`src/rtl/core/ttrle_pkg.sv`:
```
`timescale 1ns / 1ps
// ----------------------------------------------------------------------------
// ttrle_pkg
// Types and constants of the timing table run-length encoder.
// ----------------------------------------------------------------------------
package ttrle_pkg;

    localparam int VALUE_BITS    = 32;
    localparam int NUM_SLOTS     = 4;
    localparam int SLOT_IDX_BITS = $clog2(NUM_SLOTS);

    // Run splits so the count never overflows
    localparam logic [VALUE_BITS-1:0] DELTA_SPLIT  = 32'hFFFF_FFFE;
    localparam logic [VALUE_BITS-1:0] OFFSET_SPLIT = 32'hFFFF_FFFF;

    // table_select codes
    localparam logic TABLE_DECODE = 1'b0;
    localparam logic TABLE_OFFSET = 1'b1;

    // Result slot positions, in output order
    localparam logic [SLOT_IDX_BITS-1:0] SLOT_DEC_CLOSED = 2'd0;
    localparam logic [SLOT_IDX_BITS-1:0] SLOT_DEC_FINAL  = 2'd1;
    localparam logic [SLOT_IDX_BITS-1:0] SLOT_OFF_CLOSED = 2'd2;
    localparam logic [SLOT_IDX_BITS-1:0] SLOT_OFF_FINAL  = 2'd3;

    typedef struct packed {
        logic                  table_select;
        logic [VALUE_BITS-1:0] run_length;
        logic [VALUE_BITS-1:0] entry_value;
        logic                  last_of_run;
    } result_t;

endpackage

```
`src/rtl/core/timing_table_run_length_encoder_core.sv`:
```
`timescale 1ns / 1ps
// ----------------------------------------------------------------------------
// timing_table_run_length_encoder_core
// Run-length encodes per-sample decode deltas and composition offsets into
// decode table and composition offset table entries.
// ----------------------------------------------------------------------------
// Samples enter in decode order, one transaction per sample, and the core
// accepts one sample every clock cycle as long as it has no entries waiting.
// A sample that closes runs produces up to four entries (closed decode run,
// final decode run, closed offset run, final offset run), loaded together
// into a four-slot result register and drained one entry per cycle on the
// m_ channel while m_ready is high. While entries wait, s_ready stays low,
// except in the cycle the last waiting entry is taken. The last entry of
// each sample carries m_last_of_run. After the sample flagged s_last_sample
// all run state returns to reset, so a new track may follow directly.
// cfg_data sets offset_table_enable (reset 1); write it only while the core
// is idle.
module timing_table_run_length_encoder_core #(
    parameter int TIME_BITS = 48
) (
    input  logic                 aclk,
    input  logic                 aresetn,

    // configuration write channel
    input  logic                 cfg_valid,
    output logic                 cfg_ready,
    input  logic                 cfg_data,

    // sample input
    input  logic                 s_valid,
    output logic                 s_ready,
    input  logic [TIME_BITS-1:0] s_decode_time,
    input  logic [TIME_BITS-1:0] s_compose_time,
    input  logic                 s_last_sample,

    // table entry output
    output logic                 m_valid,
    input  logic                 m_ready,
    output logic                 m_table_select,
    output logic [31:0]          m_run_length,
    output logic signed [31:0]   m_entry_value,
    output logic                 m_last_of_run
);

    localparam int VB = ttrle_pkg::VALUE_BITS;
    localparam int NS = ttrle_pkg::NUM_SLOTS;
    localparam int IB = ttrle_pkg::SLOT_IDX_BITS;

    // ------------------------------------------------------------------
    // Registers
    // ------------------------------------------------------------------
    logic          offset_enable_reg;

    // Run state. Only the low 32 bits of the previous decode time matter:
    // the delta is the low 32 bits of a wrapped difference.
    logic          seen_first_reg,       seen_first_next;
    logic [VB-1:0] prev_decode_reg,      prev_decode_next;
    logic [VB-1:0] current_delta_reg,    current_delta_next;
    logic [VB-1:0] delta_run_count_reg,  delta_run_count_next;
    logic [VB-1:0] current_offset_reg,   current_offset_next;
    logic [VB-1:0] offset_run_count_reg, offset_run_count_next;

    // Result slots, drained lowest index first
    ttrle_pkg::result_t slot_reg [NS];
    ttrle_pkg::result_t slot_next [NS];
    logic [NS-1:0]      slot_valid_reg, slot_valid_next;

    // ------------------------------------------------------------------
    // Handshakes
    // ------------------------------------------------------------------
    logic          in_xfer;
    logic          out_xfer;
    logic [IB-1:0] head_idx;
    logic [NS-1:0] valid_after_pop;

    assign cfg_ready = 1'b1;
    assign m_valid   = |slot_valid_reg;
    assign out_xfer  = m_valid && m_ready;
    // Accept when no entry waits, or the only one waiting leaves now
    assign s_ready   = (slot_valid_reg == '0) || ($onehot(slot_valid_reg) && m_ready);
    assign in_xfer   = s_valid && s_ready;

    always_comb begin
        head_idx = '0;
        for (int i = NS - 1; i >= 0; i--) begin
            if (slot_valid_reg[i]) begin
                head_idx = IB'(i);
            end
        end
    end

    always_comb begin
        valid_after_pop = slot_valid_reg;
        if (out_xfer) begin
            valid_after_pop[head_idx] = 1'b0;
        end
    end

    assign m_table_select = slot_reg[head_idx].table_select;
    assign m_run_length   = slot_reg[head_idx].run_length;
    assign m_entry_value  = $signed(slot_reg[head_idx].entry_value);
    assign m_last_of_run  = slot_reg[head_idx].last_of_run;

    // ------------------------------------------------------------------
    // Per-sample run update
    // ------------------------------------------------------------------
    logic [VB-1:0] delta;
    logic [VB-1:0] offset;
    logic [NS-1:0] new_valid;

    assign delta  = s_decode_time[VB-1:0] - prev_decode_reg;
    assign offset = s_compose_time[VB-1:0] - s_decode_time[VB-1:0];

    always_comb begin
        seen_first_next       = seen_first_reg;
        prev_decode_next      = prev_decode_reg;
        current_delta_next    = current_delta_reg;
        delta_run_count_next  = delta_run_count_reg;
        current_offset_next   = current_offset_reg;
        offset_run_count_next = offset_run_count_reg;
        new_valid             = '0;
        for (int i = 0; i < NS; i++) begin
            slot_next[i] = slot_reg[i];
        end

        // decode table
        if (!seen_first_reg) begin
            seen_first_next  = 1'b1;
            prev_decode_next = s_decode_time[VB-1:0];
        end else begin
            prev_decode_next = s_decode_time[VB-1:0];
            if (delta_run_count_reg == '0) begin
                current_delta_next   = delta;
                delta_run_count_next = VB'(1);
            end else if (delta != current_delta_reg ||
                         delta_run_count_reg >= ttrle_pkg::DELTA_SPLIT) begin
                new_valid[ttrle_pkg::SLOT_DEC_CLOSED] = 1'b1;
                slot_next[ttrle_pkg::SLOT_DEC_CLOSED].table_select = ttrle_pkg::TABLE_DECODE;
                slot_next[ttrle_pkg::SLOT_DEC_CLOSED].run_length   = delta_run_count_reg;
                slot_next[ttrle_pkg::SLOT_DEC_CLOSED].entry_value  = current_delta_reg;
                current_delta_next   = delta;
                delta_run_count_next = VB'(1);
            end else begin
                delta_run_count_next = delta_run_count_reg + VB'(1);
            end
        end
        if (s_last_sample) begin
            new_valid[ttrle_pkg::SLOT_DEC_FINAL] = 1'b1;
            slot_next[ttrle_pkg::SLOT_DEC_FINAL].table_select = ttrle_pkg::TABLE_DECODE;
            if (delta_run_count_next == '0) begin
                // single-sample track
                slot_next[ttrle_pkg::SLOT_DEC_FINAL].run_length  = VB'(1);
                slot_next[ttrle_pkg::SLOT_DEC_FINAL].entry_value = '0;
            end else begin
                slot_next[ttrle_pkg::SLOT_DEC_FINAL].run_length  =
                    delta_run_count_next + VB'(1);
                slot_next[ttrle_pkg::SLOT_DEC_FINAL].entry_value = current_delta_next;
            end
        end

        // composition offset table
        if (offset_enable_reg) begin
            if (offset_run_count_reg == '0) begin
                current_offset_next   = offset;
                offset_run_count_next = VB'(1);
            end else if (offset != current_offset_reg ||
                         offset_run_count_reg >= ttrle_pkg::OFFSET_SPLIT) begin
                new_valid[ttrle_pkg::SLOT_OFF_CLOSED] = 1'b1;
                slot_next[ttrle_pkg::SLOT_OFF_CLOSED].table_select = ttrle_pkg::TABLE_OFFSET;
                slot_next[ttrle_pkg::SLOT_OFF_CLOSED].run_length   = offset_run_count_reg;
                slot_next[ttrle_pkg::SLOT_OFF_CLOSED].entry_value  = current_offset_reg;
                current_offset_next   = offset;
                offset_run_count_next = VB'(1);
            end else begin
                offset_run_count_next = offset_run_count_reg + VB'(1);
            end
            if (s_last_sample) begin
                new_valid[ttrle_pkg::SLOT_OFF_FINAL] = 1'b1;
                slot_next[ttrle_pkg::SLOT_OFF_FINAL].table_select = ttrle_pkg::TABLE_OFFSET;
                slot_next[ttrle_pkg::SLOT_OFF_FINAL].run_length   = offset_run_count_next;
                slot_next[ttrle_pkg::SLOT_OFF_FINAL].entry_value  = current_offset_next;
            end
        end

        // highest loaded slot closes the sample's burst
        for (int i = 0; i < NS; i++) begin
            slot_next[i].last_of_run = new_valid[i] && ((new_valid >> (i + 1)) == '0);
        end

        // end of track: back to reset
        if (s_last_sample) begin
            seen_first_next       = 1'b0;
            prev_decode_next      = '0;
            current_delta_next    = '0;
            delta_run_count_next  = '0;
            current_offset_next   = '0;
            offset_run_count_next = '0;
        end
    end

    assign slot_valid_next = in_xfer ? new_valid : valid_after_pop;

    // ------------------------------------------------------------------
    // Clocked logic
    // ------------------------------------------------------------------
    always_ff @(posedge aclk) begin
        if (!aresetn) begin
            offset_enable_reg    <= 1'b1;
            seen_first_reg       <= 1'b0;
            prev_decode_reg      <= '0;
            current_delta_reg    <= '0;
            delta_run_count_reg  <= '0;
            current_offset_reg   <= '0;
            offset_run_count_reg <= '0;
            slot_valid_reg       <= '0;
        end else begin
            if (cfg_valid && cfg_ready) begin
                offset_enable_reg <= cfg_data;
            end
            if (in_xfer) begin
                seen_first_reg       <= seen_first_next;
                prev_decode_reg      <= prev_decode_next;
                current_delta_reg    <= current_delta_next;
                delta_run_count_reg  <= delta_run_count_next;
                current_offset_reg   <= current_offset_next;
                offset_run_count_reg <= offset_run_count_next;
            end
            slot_valid_reg <= slot_valid_next;
        end
    end

    // slot payload, no reset
    always_ff @(posedge aclk) begin
        if (in_xfer) begin
            for (int i = 0; i < NS; i++) begin
                slot_reg[i] <= slot_next[i];
            end
        end
    end

    // ------------------------------------------------------------------
    // Assertions
    // ------------------------------------------------------------------
    // no entry waiting means the input side is open
    a_ready_when_empty: assert property (@(posedge aclk) disable iff (!aresetn)
        !m_valid |-> s_ready)
        else $error("s_ready low with no entry pending");

    // end of track always yields a decode entry
    a_last_emits: assert property (@(posedge aclk) disable iff (!aresetn)
        (in_xfer && s_last_sample) |=> m_valid)
        else $error("last sample produced no entry");

    // end of track clears run state
    a_last_clears: assert property (@(posedge aclk) disable iff (!aresetn)
        (in_xfer && s_last_sample) |=>
            (!seen_first_reg && delta_run_count_reg == '0 && offset_run_count_reg == '0))
        else $error("run state not cleared after last sample");

    // decode count stays at or below the split so the final +1 cannot wrap
    a_delta_bound: assert property (@(posedge aclk) disable iff (!aresetn)
        delta_run_count_reg <= ttrle_pkg::DELTA_SPLIT)
        else $error("decode run count past split");

    // burst end is flagged on exactly one loaded slot
    a_one_last: assert property (@(posedge aclk) disable iff (!aresetn)
        (in_xfer && s_last_sample) |=>
            $onehot({slot_reg[3].last_of_run && slot_valid_reg[3],
                     slot_reg[2].last_of_run && slot_valid_reg[2],
                     slot_reg[1].last_of_run && slot_valid_reg[1],
                     slot_reg[0].last_of_run && slot_valid_reg[0]}))
        else $error("burst end flag not unique");

endmodule
```
`config.mk`:
```
export PLATFORM = sky130hd
export DESIGN_NAME = timing_table_run_length_encoder_core
export DESIGN_NICKNAME = d
export VERILOG_FILES = /design/src/rtl/core/ttrle_pkg.sv /design/src/rtl/core/timing_table_run_length_encoder_core.sv
export SDC_FILE = /design/constraint.sdc
export NUM_CORES = 1
export LEC_CHECK = 0
export ABC_AREA = 1
export BUFFER_PORTS_ARGS = -buffer_cell sky130_fd_sc_hd__buf_2
export CORE_UTILIZATION = 62
export DETAILED_ROUTE_END_ITERATION = 8
export PLACE_DENSITY = 0.78
export SLEW_MARGIN = 20
export SYNTH_ARGS = -nofsm -noshare
export SYNTH_HDL_FRONTEND = slang
export SYNTH_SLANG_ARGS = --single-unit
```
`constraint.sdc`:
```
create_clock -name aclk -period 6.3 [get_ports aclk]
set_input_delay 0.63 -clock aclk [delete_from_list [all_inputs] [get_ports aclk]]
set_output_delay 0.63 -clock aclk [all_outputs]
set_load 0.01 [all_outputs]
```
==> flow_summary_export.csv <==
group,metric,value,unit
global_route,overflow,0,
routing,drt_iter0_markers,3119,
logic_synthesis,synthAdderAreaFrac,3.730,%
logic_synthesis,synth_top_family_by_area,"simple AND/OR/NAND/NOR gates",
pwr,cellLeakagePower,11.90,nW
worst_setup_path,cp_common_cell,"nand2_1",
floorplan,initial_core_util,62.87,%
worst_setup_path,required,6.63,ns
routing,drt-total-wl,88.82,mm
timing,finalSetupViolCount,0,
logic_synthesis,synth_seq_cells,426,
layout,largest_register_ffs,260,
logic_synthesis,synth.area.mux_share,0.03787,%
clocking,cts_tree,"done",
layout,area_growth_syn_to_layout,9.832,%
clocking,cts_root_buf,"clkbuf_16",
clocking,post_cts_resized,0,
global_route,grt_usage,40.42,%
timing,timing.final.max_slew_violations,0,
global_route,gr-usage-met1,48.22,%
logic_synthesis,ys_top_cells_by_area,"edfxtp_1 (30%), nand2_1 (14%), dfxtp_1 (13%)",
logic_synthesis,synthCells,3623,
worst_setup_path,worst_setup_path_start_kind,"register",
timing,max_clock_freq,194.3,MHz
global_route,antenna_found_initial,2,
floorplan,ios,172,
worst_setup_path,max_stage_delay,0.42,ns
clocking,clock_path_buffers,3,
clocking,cts_max_level,2,
worst_hold_path,min_path_type,"input port to register",
logic_synthesis,ys.flop_type,"edfxtp_1",
routing,viasPerCell,5.964,
layout,drive_gt1_share,9.008,%
logic_synthesis,synthSimpleGateAreaFrac,31.70,%
run,cap_viol_max_count,0,
logic_synthesis,yosysMostFrequentCell,"nand2_1",
logic_synthesis,ys_async_sr_fraction,0,%
worst_setup_path,arrival,5.48,ns
routing,avgRoutedWirePerCell,20.75,microns
global_route,busiest_layer,"met2",
clocking,cts_hold_buf,0,
timing,period_needed,5.147,ns
logic_synthesis,synth_compound_area_share,9.822,%
global_route,grt_pass1_wl,134.6,mm
logic_synthesis,synth-edff-count,260,
floorplan,die_x,208.5,microns
pwr,vdd_ir_drop_max,0.0002420,V
logic_synthesis,ys_warn_count,0,
clocking,clk_pin_slew_worst_paths,0.07,ns
timing,maxSlewHeadroom,25.06,%
logic_synthesis,synth_nets,3803,
timing,fin_crit_sh,81.70,%
floorplan,num_rows,75,
clocking,clock_sinks,426,
placed_design,dpl-instance-area,27620,sq um
outcome,status,"finished clean",
placed_design,dpl.hpwl,64.64,mm
routing,drc_errors,0,
logic_synthesis,synth_area,26430,sq um
timing,finalSetupTns,0,ns
logic_synthesis,synth.distinct_cells,62,
timing,rsz0062_at_grt,"no",
global_route,grt_max_degree,86,
global_route,met2_usage,68.02,%
worst_setup_path,endpoint_kind,"register",
timing,fin_skew,0.03550,ns
worst_setup_path,path_max_fanout,35,
logic_synthesis,synth_common_cells,"nand2_1 (1018), nor2_1 (504), inv_1 (449), nand3_1 (264), edfxtp_1 (260)",
clocking,post_cts_buffers,0,
logic_synthesis,synth_top_area_share,29.54,%
layout,fin_nets,3885,
timing,finalHoldViolations,0,
logic_synthesis,synth_top_cell_by_area,"edfxtp_1",
routing,vias,25530,
layout,final_util,69.05,%
logic_synthesis,avgSynthCellArea,7.296,sq um
worst_setup_path,slowest_stage,"fa_1",
clocking,cts_buffers,44,
global_route,use_met3,6.657,%
routing,firstDrtPassIters,6,
worst_setup_path,critPathBufInv,4,
worst_setup_path,path_delay_family,"simple AND/OR/NAND/NOR gates",
logic_synthesis,synth_xor_area_share,3.967,%
placed_design,place_congestion,1.012,
logic_synthesis,synth-seq-area-share,42.11,%
routing,drtAntennaViolNets,0,
global_route,grt_pass1_vias,24090,
timing,worstMarginPinSlew,1.123,ns
placed_design,numPortBuffers,138,
floorplan,coreArea,42040,sq um
pwr,p_per_area,265.6,nW/um^2
layout,final_area,29030,sq um
floorplan,die_area,43460,sq um
clocking,worstSkewPairLatency,0.62,ns
floorplan,die_h,208.5,microns
worst_setup_path,setup.worst_path.class,"register to register",
placed cells by master, fill, tap and decap left out, types with 6 or more instances in the layout:
cell type and n:
inv_2 14, a21boi_0 6, edfxtp_1 260, ha_1 74, nand2_1 1016, o22ai_1 13
nor2_1 499, nor3_1 43, nand3b_1 15, nand3_1 264, nor2_4 12, clkinv_2 9
nand2_2 11, nor4_1 20, nand4_1 53, buf_4 25, buf_2 138, nor2_2 20
dfxtp_1 165, or2_2 17, clkinv_1 7, a21oi_1 230, inv_1 447, clkbuf_16 44
o311ai_0 65, xor2_1 79, xnor2_1 20, clkbuf_1 13, o21a_1 7, xnor3_1 7
o21bai_4 6, o21ai_0 61
worst register-to-register path, delay by kind of cell, from the launching register on:
family | cells | cell delay (ns)
buffers and inverters | 4 | 0.77
AO/OA/AOI/OAI | 1 | 0.22
adder cells (fa/ha/maj) | 3 | 0.80
flip-flops | 1 | 0.34
AND/OR/NAND/NOR | 16 | 2.58
XOR/XNOR | 1 | 0.16
worst paths after layout:
check,endpoint,slack (ns),cells after the start,from
max,slot_reg[1][1]$_SDFFCE_PN0P_,1.15,25,prev_decode_reg[0]$_SDFFE_PN0P_
min,prev_decode_reg[19]$_SDFFE_PN0P_,0.28,3,s_decode_time[19]
max reg2reg,slot_reg[1][1]$_SDFFCE_PN0P_,1.15,25,prev_decode_reg[0]$_SDFFE_PN0P_
min reg2reg,slot_reg[2][29]$_DFFE_PP_,0.47,0,current_offset_reg[28]$_SDFFE_PN0P_
area by class of cell:
class	instances	area, sq um
antenna	1	2.502
clock buffer	61	1205
clock inverter	21	198.9
fill	3499	13010
inverter	466	1752
multi-input combinational	2599	13090
sequential	426	11130
tap	539	674.4
timing repair buffer	168	978.4
routing by layer:
| layer | part of all wire (%) | vias up | wire length [microns] |
|---|---|---|---|
| met3 | 9.3 | 290 | 8227 |
| met1 | 37 | 11780 | 32480 |
| met2 | 48 | 1484 | 42210 |
| li1 | - | 11980 | - |
| met4 | 6.7 | 0 | 5912 |
| met5 | 0 | - | 0 |
kinds of logic after synthesis:
family          Yosys count
compound gates          422
xor+xnor                107
fa+ha+maj                77
buf+inv                 598
flops                   426
mux                       1
other cells               1
simple gates           1991
through the flow:
stage / instances / power, mW / setup WS [ns] / hold WS (ns)
after global routing: 4280 / 7.961 / 0.8354 / 0.2929
final: 4281 / 7.709 / 1.153 / 0.2843
after floorplan: 3623 / 4.427 / 0.7119 / 0.4064
after global placement: 4198 / 5.065 / 0.9814 / 0.4364
after detailed placement: 4198 / 5.112 / 0.7829 / 0.4483
after CTS: 4280 / 7.647 / 1.266 / 0.2725
power by group:
part,internal (mW),total [mW],switching (mW)
Clock,1.40,2.59,1.18
Sequential,3.08,3.15,0.0664
Combinational,0.557,1.97,1.41
Power figures use the tool's default switching activity.
